$ cat config.mk
export PLATFORM = sky130hd
export DESIGN_NAME = binary_to_decimal_ascii_flat
export DESIGN_NICKNAME = d
export VERILOG_FILES = /design/src/rtl/core/bda_pkg.sv /design/src/rtl/core/bda_req_if.sv /design/src/rtl/core/bda_rsp_if.sv /design/src/rtl/core/binary_to_decimal_ascii.sv /design/src/flat_wrapper.sv
export SDC_FILE = /design/constraint.sdc
export NUM_CORES = 1
export LEC_CHECK = 0
export BUFFER_PORTS_ARGS = -buffer_cell sky130_fd_sc_hd__buf_4
export CAP_MARGIN = 5
export CORE_MARGIN = 4
export CORE_UTILIZATION = 55
export CTS_BUF_LIST = sky130_fd_sc_hd__clkbuf_16
export DETAILED_ROUTE_END_ITERATION = 7
export PLACE_DENSITY = 0.75
export SYNTH_ARGS = -nofsm -noshare
export SYNTH_HDL_FRONTEND = slang
export SYNTH_SLANG_ARGS = --single-unit
$ cat constraint.sdc
create_clock -name clock -period 4.2 [get_ports clock]
set_input_delay 0.63 -clock clock [delete_from_list [all_inputs] [get_ports clock]]
set_output_delay 0.63 -clock clock [all_outputs]
set_load 0.02 [all_outputs]
$ cat src/rtl/core/bda_pkg.sv
// ----------------------------------------------------------------------------
// bda_pkg
// Shared types, widths and helpers for the binary to decimal ASCII converter.
// ----------------------------------------------------------------------------
package bda_pkg;

   // Widths of the transaction fields.
   localparam int INPUT_WIDTH = 32;
   localparam int CHAR_WIDTH  = 6;

   // Default width of the binary value taken into account.
   localparam int VALUE_BITS_DEFAULT = 32;

   // Decimal digits of a 32-bit value and the width of one BCD digit.
   localparam int MAX_DIGITS  = 10;
   localparam int DIGIT_WIDTH = 4;

   // ASCII code of the character '0'.
   localparam logic [CHAR_WIDTH-1:0] ASCII_ZERO = CHAR_WIDTH'(48);

   // Sequencer states.
   typedef enum logic [1:0] {
      ST_IDLE,
      ST_CONVERT,
      ST_SKIP,
      ST_EMIT
   } state_type;

   // Shift-and-add-3 correction of one BCD digit before it is doubled.
   function automatic logic [DIGIT_WIDTH-1:0] digit_adjust(
      input logic [DIGIT_WIDTH-1:0] digit
   );
      logic [DIGIT_WIDTH-1:0] result;
      if (digit >= DIGIT_WIDTH'(5)) begin
         result = digit + DIGIT_WIDTH'(3);
      end else begin
         result = digit;
      end
      return result;
   endfunction

endpackage

$ cat src/rtl/core/bda_req_if.sv
// ----------------------------------------------------------------------------
// bda_req_if
// Input channel: one binary value per transaction, valid/ready handshake.
// ----------------------------------------------------------------------------
interface bda_req_if import bda_pkg::*; ();

   logic                   valid;
   logic                   ready;
   logic [INPUT_WIDTH-1:0] value;

   modport source (output valid, output value, input ready);
   modport sink   (input valid, input value, output ready);

endinterface

$ cat src/rtl/core/bda_rsp_if.sv
// ----------------------------------------------------------------------------
// bda_rsp_if
// Result channel: one ASCII digit per transaction, with an end-of-run flag.
// ----------------------------------------------------------------------------
interface bda_rsp_if import bda_pkg::*; ();

   logic                  valid;
   logic                  ready;
   logic [CHAR_WIDTH-1:0] digit_char;
   logic                  last_digit;

   modport source (output valid, output digit_char, output last_digit, input ready);
   modport sink   (input valid, input digit_char, input last_digit, output ready);

endinterface

$ cat src/rtl/core/binary_to_decimal_ascii.sv
// A value is accepted only in idle, so the next one waits until the last character of
// the previous one has gone into the result register. Between them lie the bit-serial
// conversion of min(VALUE_BITS, 32) bits, the scan that drops up to nine leading zero
// digits, and the emit step, which result stalls hold.
// Reset (synchronous) returns the sequencer to idle and drops the result register; the
// datapath registers are not reset.
// ----------------------------------------------------------------------------
// binary_to_decimal_ascii
// Converts an unsigned binary value into decimal ASCII text, most significant
// digit first, without leading zeros, one character per result transaction.
// ----------------------------------------------------------------------------
module binary_to_decimal_ascii import bda_pkg::*; #(
   parameter int VALUE_BITS = VALUE_BITS_DEFAULT
) (
   input logic       clock,
   input logic       reset,
   bda_req_if.sink   req,
   bda_rsp_if.source rsp
);

   // Bits actually converted: the input field holds no more than 32.
   localparam int EFF_BITS   = (VALUE_BITS < INPUT_WIDTH) ? VALUE_BITS : INPUT_WIDTH;
   localparam int CNT_WIDTH  = $clog2(EFF_BITS + 1);
   localparam int BCD_WIDTH  = MAX_DIGITS * DIGIT_WIDTH;
   localparam int DCNT_WIDTH = $clog2(MAX_DIGITS + 1);

   state_type               state_ff, state_in;
   logic [EFF_BITS-1:0]     bin_ff, bin_in;
   logic [BCD_WIDTH-1:0]    bcd_ff, bcd_in;
   logic [CNT_WIDTH-1:0]    bit_cnt_ff, bit_cnt_in;
   logic [DCNT_WIDTH-1:0]   dig_cnt_ff, dig_cnt_in;
   logic                    rsp_valid_ff, rsp_valid_in;
   logic [CHAR_WIDTH-1:0]   rsp_char_ff, rsp_char_in;
   logic                    rsp_last_ff, rsp_last_in;

   logic [BCD_WIDTH-1:0]    bcd_adjusted;
   logic [DIGIT_WIDTH-1:0]  top_digit;
   logic [BCD_WIDTH-1:0]    bcd_shifted;
   logic                    out_free;

   // Add-3 correction applied to every BCD digit in parallel.
   always_comb begin
      for (int i = 0; i < MAX_DIGITS; i++) begin
         bcd_adjusted[i*DIGIT_WIDTH +: DIGIT_WIDTH] =
            digit_adjust(bcd_ff[i*DIGIT_WIDTH +: DIGIT_WIDTH]);
      end
   end

   // The most significant digit sits at the top of the shifter.
   assign top_digit   = bcd_ff[BCD_WIDTH-1 -: DIGIT_WIDTH];
   assign bcd_shifted = {bcd_ff[BCD_WIDTH-DIGIT_WIDTH-1:0], DIGIT_WIDTH'(0)};
   assign out_free    = !rsp_valid_ff || rsp.ready;

   // Control and datapath state registers.
   always_ff @(posedge clock) begin
      if (reset) begin
         state_ff     <= ST_IDLE;
         rsp_valid_ff <= 1'b0;
      end else begin
         state_ff     <= state_in;
         rsp_valid_ff <= rsp_valid_in;
      end
      bin_ff      <= bin_in;
      bcd_ff      <= bcd_in;
      bit_cnt_ff  <= bit_cnt_in;
      dig_cnt_ff  <= dig_cnt_in;
      rsp_char_ff <= rsp_char_in;
      rsp_last_ff <= rsp_last_in;
   end

   // Sequencer: convert bitwise, drop leading zeros, emit a digit a cycle unless stalled.
   always_comb begin
      state_in     = state_ff;
      bin_in       = bin_ff;
      bcd_in       = bcd_ff;
      bit_cnt_in   = bit_cnt_ff;
      dig_cnt_in   = dig_cnt_ff;
      rsp_valid_in = rsp_valid_ff && !rsp.ready;
      rsp_char_in  = rsp_char_ff;
      rsp_last_in  = rsp_last_ff;
      req.ready    = 1'b0;

      case (state_ff)
         ST_IDLE: begin
            req.ready = 1'b1;
            if (req.valid) begin
               bin_in     = req.value[EFF_BITS-1:0];
               bcd_in     = '0;
               bit_cnt_in = CNT_WIDTH'(EFF_BITS);
               state_in   = ST_CONVERT;
            end
         end
         ST_CONVERT: begin
            // Shift the next binary bit into the corrected BCD register.
            bcd_in     = {bcd_adjusted[BCD_WIDTH-2:0], bin_ff[EFF_BITS-1]};
            bin_in     = {bin_ff[EFF_BITS-2:0], 1'b0};
            bit_cnt_in = bit_cnt_ff - CNT_WIDTH'(1);
            if (bit_cnt_ff == CNT_WIDTH'(1)) begin
               dig_cnt_in = DCNT_WIDTH'(MAX_DIGITS);
               state_in   = ST_SKIP;
            end
         end
         ST_SKIP: begin
            // Leading zeros are dropped, but the final digit always stays.
            if (top_digit == '0 && dig_cnt_ff > DCNT_WIDTH'(1)) begin
               bcd_in     = bcd_shifted;
               dig_cnt_in = dig_cnt_ff - DCNT_WIDTH'(1);
            end else begin
               state_in = ST_EMIT;
            end
         end
         ST_EMIT: begin
            if (out_free) begin
               rsp_valid_in = 1'b1;
               rsp_char_in  = ASCII_ZERO + CHAR_WIDTH'(top_digit);
               rsp_last_in  = (dig_cnt_ff == DCNT_WIDTH'(1));
               bcd_in       = bcd_shifted;
               dig_cnt_in   = dig_cnt_ff - DCNT_WIDTH'(1);
               if (dig_cnt_ff == DCNT_WIDTH'(1)) begin
                  state_in = ST_IDLE;
               end
            end
         end
         default: begin
            state_in = ST_IDLE;
         end
      endcase
   end

   // Result register drives the output channel.
   assign rsp.valid      = rsp_valid_ff;
   assign rsp.digit_char = rsp_char_ff;
   assign rsp.last_digit = rsp_last_ff;

endmodule

$ cat src/flat_wrapper.sv
// flat-port wrapper written by rule: the top's interface ports become plain ports
module binary_to_decimal_ascii_flat import bda_pkg::*;
#(
   parameter int VALUE_BITS = VALUE_BITS_DEFAULT
)
  (clock, reset, req_valid, req_value, req_ready, rsp_valid, rsp_digit_char, rsp_last_digit, rsp_ready);
  bda_req_if req_i ();
  bda_rsp_if rsp_i ();
  input logic clock;
  input logic reset;
  input wire logic [$bits(req_i.valid)-1:0] req_valid;
  input wire logic [$bits(req_i.value)-1:0] req_value;
  output wire logic [$bits(req_i.ready)-1:0] req_ready;
  output wire logic [$bits(rsp_i.valid)-1:0] rsp_valid;
  output wire logic [$bits(rsp_i.digit_char)-1:0] rsp_digit_char;
  output wire logic [$bits(rsp_i.last_digit)-1:0] rsp_last_digit;
  input wire logic [$bits(rsp_i.ready)-1:0] rsp_ready;
  assign req_i.valid = req_valid;
  assign req_i.value = req_value;
  assign req_ready = req_i.ready;
  assign rsp_valid = rsp_i.valid;
  assign rsp_digit_char = rsp_i.digit_char;
  assign rsp_last_digit = rsp_i.last_digit;
  assign rsp_i.ready = rsp_ready;
  binary_to_decimal_ascii #(.VALUE_BITS(VALUE_BITS)) u_core (.clock(clock), .reset(reset), .req(req_i), .rsp(rsp_i));
endmodule
======== Yosys cells after proc, flatten, opt, wreduce, memory -nomap -nowiden ========
Index checks and enable logic that the tools add are counted.
W data, S select, Z words.
word-level totals
  register bits ........................... 92
  bits of input ports ..................... 36
  output and inout bits ................... 9
  word-level logic and storage cells ...... 88
operators by class
  add/sub/neg operators ................... 13
  order comparisons ....................... 11
  equal/unequal tests ..................... 11
  muxes and demuxes ....................... 31
  reduce and logical (&&, ||, !) cells .... 14
operator list
  operator               number
  $pmux W40 S4           1
  $mux W40               3
  $pmux W32 S2           1
  $mux W4                12
  $ge A4 B3 Y1 const B   10
  $add A4 B2 Y4 const B  9
  $mux W32               1
  $pmux W4 S3            1
  $pmux W6 S2            1
  $mux W2                5
  $ne A2 B1 Y1 const B   4
  $pmux W2 S4            1
  $add A5 B5 Y6 const A  1
  $eq A6 B1 Y1 const B   1
  $mux W6                1
  $sub A6 B1 Y6 const B  1
  $reduce_and A5 Y1      1
  $eq A2 B2 Y1 const B   2
  $eq A4 B1 Y1 const B   1
  $gt A4 B1 Y1 const B   1
  $logic_not A4 Y1       1
  $ne A2 B2 Y1 const B   2
  $reduce_and A2 Y1      2
  $reduce_and A4 Y1      1
  12 further kinds       16

======== Logic depth before layout (Yosys ltp) ========
  word-level depth ........................ 4
  gate-level depth with buffers ........... 7
  depth with buffers taken out ............ 6

======== Worst setup path before layout ========
OpenSTA, ideal clock, no wires.
  path kind ............................... register to register
  start ................................... reg u_core.dig_cnt_ff[0]
  end ..................................... reg u_core.bcd_ff[0], enable pin
  library setup time ...................... 0.438 ns
  arrival ................................. 2.834 ns
  setup slack ............................. 0.928 ns
  cell stages (with the launch flop) ...... 7
  buffers on the path ..................... 0
  period minus slack after synthesis ...... 3.272 ns
  cell sequence ........................... edfxtp_1 > inv_1 > ha_1 > or3b_4 > nand4_1 > a22o_1 > nor2_1
between the ends
  longest elaborated chain between the ends .. 4
RTL lines
  what                         line                            RTL
  from (decl)                  binary_to_decimal_ascii.sv:31   logic [DCNT_WIDTH-1:0] dig_cnt_ff, dig_cnt_in;
  from (signal assigned)       binary_to_decimal_ascii.sv:66   dig_cnt_ff <= dig_cnt_in;
  $gt A4 B1 Y1                 binary_to_decimal_ascii.sv:105  if (top_digit == '0 && dig_cnt_ff > DCNT_WIDTH'(1)) begin
  $logic_and A1 B1 Y1          binary_to_decimal_ascii.sv:105
  $ne A2 B1 Y1 (no line)       n/a
  $reduce_and A3 Y1 (no line)  n/a
  to (signal assigned)         binary_to_decimal_ascii.sv:64   bcd_ff <= bcd_in;
  to (decl)                    binary_to_decimal_ascii.sv:29   logic [BCD_WIDTH-1:0] bcd_ff, bcd_in;
Every way passes these cells.
A chain may end at the register's enable or synchronous reset.

======== Worst setup path after layout ========
  start ................................... reg u_core.state_ff[1]
  end ..................................... reg u_core.bcd_ff[32], data pin
between the ends
  longest elaborated chain between the ends .. 2
  elaborated cells between the ends (all ways) .. 5
  classes of those cells .................. eq/ne (3); mux (1); reduce/logical (1)
RTL lines
  what                                  line                           RTL
  from (decl)                           binary_to_decimal_ascii.sv:27  state_type state_ff, state_in;
  from (signal assigned)                binary_to_decimal_ascii.sv:60  state_ff <= state_in;
  $eq A2 B2 Y1 (tied with other cells)  binary_to_decimal_ascii.sv:83  case (state_ff)
  $pmux W40 S4 (*)                      binary_to_decimal_ascii.sv:83
  net u_core.bcd_in[32]                 binary_to_decimal_ascii.sv:29
Mark *: on every way through the listed nets, which the timed path passes. The rest lies on a longest branch.

==> flow_summary_export.csv <==
group,metric,value,unit
finish,synthToLayoutAreaGrowth,14.5,%
power,power,4.17,mW
die,ioPinCount,45,
finish,diodes,0,
clock_network,insertion_delay,0.33,ns
finish,drive_gt1_share,23.7,%
detailed_routing,drt_pass1_iterations,4,
sta,tightest_slew,1.10,ns
die,die-area,10400,µm²
detailed_routing,postRouteAntennaNets,0,
global_routing,grtUsageMet1,22.2,%
sta,relSlewSlack,26.5,%
synthesis,yosys.area_share.simple,8.87,%
synthesis,synth.area.top_cells,"edfxtp_1, mux2_2, ha_1",
sta,setup_tns,0,ns
synthesis,synth_most_common_cell,"edfxtp_1",
synthesis,synth.mux.area_fraction,9.75,%
synthesis,synth_top_area_share,54.0,%
clock_network,clock_sinks,90,
synthesis,synth_xor_area_share,3.62,%
power,power-per-cell-area,753,nW/µm²
worst_setup_path,start_kind,"flip-flop",
detailed_routing,drc_errors,0,
synthesis,syn-cell-area,4840,µm²
die,num_rows,33,
worst_setup_path,arrival,2.74,ns
synthesis,avgSynthCellArea,12.4,µm²
sta,drv_slew,0,
synthesis,synth-seq-cells,90,
die,die-width,102,µm
die,fp.dieH,102,µm
sta,grt_setup_unrepaired,"no",
sta,min_period,2.54,ns
worst_hold_path,hold-path-endpoint,"u_core.state_ff[0]",
clock_network,numCtsBuffers,9,
synthesis,synth_commonest_cells,"edfxtp_1, mux2_2, inv_1",
worst_hold_path,min_path_cells,2,
global_routing,gr-usage-all-layers,17.1,%
global_routing,grt_pass1_wl,14100,µm
worst_setup_path,r2r_start,"u_core.state_ff[1]",
worst_hold_path,worstHoldStart,"reset",
synthesis,yosys_warnings,0,
global_routing,first_global_vias,3057,
status,status,"finished, final reports clean",
synthesis,yosysSeqAreaShare,55.3,%
synthesis,async_flop_share,0,%
synthesis,synth_top_family_by_area,"compound AO/OA/AOI/OAI gates",
detailed_routing,vias,3102,
sta,setup_viol,0,
detailed_routing,routedWlPerCell,15.2,µm
synthesis,synth_edf_count,87,
global_routing,busiest_layer,"met2",
power,irDropWorstVdd,0.000394,V
detailed_routing,first_iter_violations,108,
synthesis,synth-adder-area-share,7.50,%
worst_setup_path,cp-end-kind,"flip-flop",
worst_setup_path,required,4.40,ns
finish,fillers,639,
clock_network,clk_path_buf_depth,2,
global_routing,grt_max_degree,42,
worst_setup_path,crit_type,"reg2reg",
place,dp_hpwl,5750,µm
global_routing,gr-total-overflow,0,
finish,regArea,2670,µm²
sta,skew,0.00765,ns
synthesis,synth_compound_area_share,10.9,%
synthesis,yosys_most_used_dff,"edfxtp_1",
sta,finalHoldViolations,0,
place,post-place-ws,1.61,ns
finish,finalNonFillerCells,543,
clock_network,path_clk_slew,0.07,ns
sta,finalCritPeriodShare,60.4,%
clock_network,cts.htree.levels,3,
worst_hold_path,hp-class,"in2reg",
detailed_routing,vias_per_cell,5.71,
worst_setup_path,rrSetupSlack,1.66,ns
sta,setup_ws,1.66,ns
clock_network,cts-root-buf,"clkbuf_16",
worst_setup_path,reg2reg_depth,7,
synthesis,synth.distinct_cells,44,
die,initial_utilization,57.7,%
sta,fmax,394,MHz
die,core_area,8380,µm²
place,place_congestion,0.798,
synthesis,synth_cells,391,
finish,post-route-util,66.0,%
place,numPortBuffers,42,
global_routing,antenna_found_initial,0,
global_routing,met2_usage,27.3,%
clock_network,tritoncts,"built",
finish,multi_input_area,1980,µm²
clock_network,postCtsSetupRepairBufs,0,
detailed_routing,wirelength,8240,µm
power,p_leak,2.05,nW
job,drv_cap,0,
place,dp.cells,527,
clock_network,cts.repair.resized,0,
global_routing,globalRouteMet3Util,5.03,%
finish,final_nets,498,
synthesis,synth_top_cell_by_area,"edfxtp_1",
worst_setup_path,reg2reg_to,"u_core.bcd_ff[32]",
clock_network,holdBufCountCts,0,
worst_setup_path,critPathMaxFanout,41,
-- layer usage --
layer	vias up	wire [µm]
li1	1519	-
met1	1494	3680
met2	77	3940
met3	12	497
met4	0	114
met5	-	0
-- cells by family (layout without fill, tap and decap cells) --
kind of cell / count (synthesis) / count (layout)
DFF: 90 / 90
xor gates and xnor gates: 20 / 20
muxes: 42 / 42
other: 1 / 2
AOI/OAI and AO/OA: 83 / 83
buffers and inverters: 46 / 92
and+or+nand+nor: 80 / 80
adders and majority gates: 29 / 29
-- flip-flops by register name, summed over array words and instances (netlist names) --
register,cells
u_core.bcd_ff,40
u_core.bin_ff,32
u_core.bit_cnt_ff,6
u_core.dig_cnt_ff,4
u_core.rsp.digit_char,4
u_core.rsp.last_digit,1
u_core.rsp.valid,1
u_core.state_ff,2
-- cell type report --
class                           instances  area share (%)
Sequential cell                        90            48.3
Inverter                               31            2.10
Clock inverter                          7            1.24
Tap cell                              105            2.37
Clock buffer                            9            4.07
Multi-Input combinational cell        256            35.8
Timing Repair Buffer                   45            6.10
-- stage by stage --
step	hold WS (ns)	area, µm²
global placement	0.434	5240
CTS	0.455	5540
detailed placement	0.454	5240
finish	0.466	5540
global route	0.464	5540
floorplan	0.426	4840
-- critical path, stage by stage (launching register included) --
cell and delay, ns:
dfxtp_1 0.34, inv_1 0.10, ha_1 0.15, buf_4 0.40
nand2b_1 0.48, buf_4 0.36, o41ai_1 0.37, a22o_1 0.18
-- worst max path at each step --
stage | slack (ns) | from | cells after the start | to
after floorplan | 0.93 | u_core.dig_cnt_ff[0] | 6 | u_core.bcd_ff[0]
after global placement | 1.73 | u_core.dig_cnt_ff[0] | 6 | u_core.bcd_ff[18]
after detailed placement | 1.61 | u_core.state_ff[1] | 7 | u_core.bcd_ff[32]
after CTS | 1.60 | u_core.state_ff[1] | 7 | u_core.bcd_ff[32]
after global routing | 1.35 | u_core.state_ff[1] | 7 | u_core.bcd_ff[32]
final | 1.66 | u_core.state_ff[1] | 7 | u_core.bcd_ff[32]
-- layout by cell type (no fill, tap or decap), types with 13 or more instances in the layout --
cell type  instances
a21oi_1           22
buf_4             45
edfxtp_1          87
ha_1              29
inv_1             30
mux2_2            37
nand2_1           23
nand2b_1          14
nor2_1            13
o21ai_1           15
o22ai_1           14
xnor2_1           15
-- where the power goes --
part | leakage (nW) | internal (mW) | total, mW | switching [mW]
clock | 0.143 | 0.460 | 0.792 | 0.332
sequential | 0.899 | 1.55 | 1.80 | 0.244
combinational | 1.01 | 0.686 | 1.58 | 0.893
total | 2.05 | 2.70 | 4.17 | 1.47
Power figures use the tool's default switching activity.
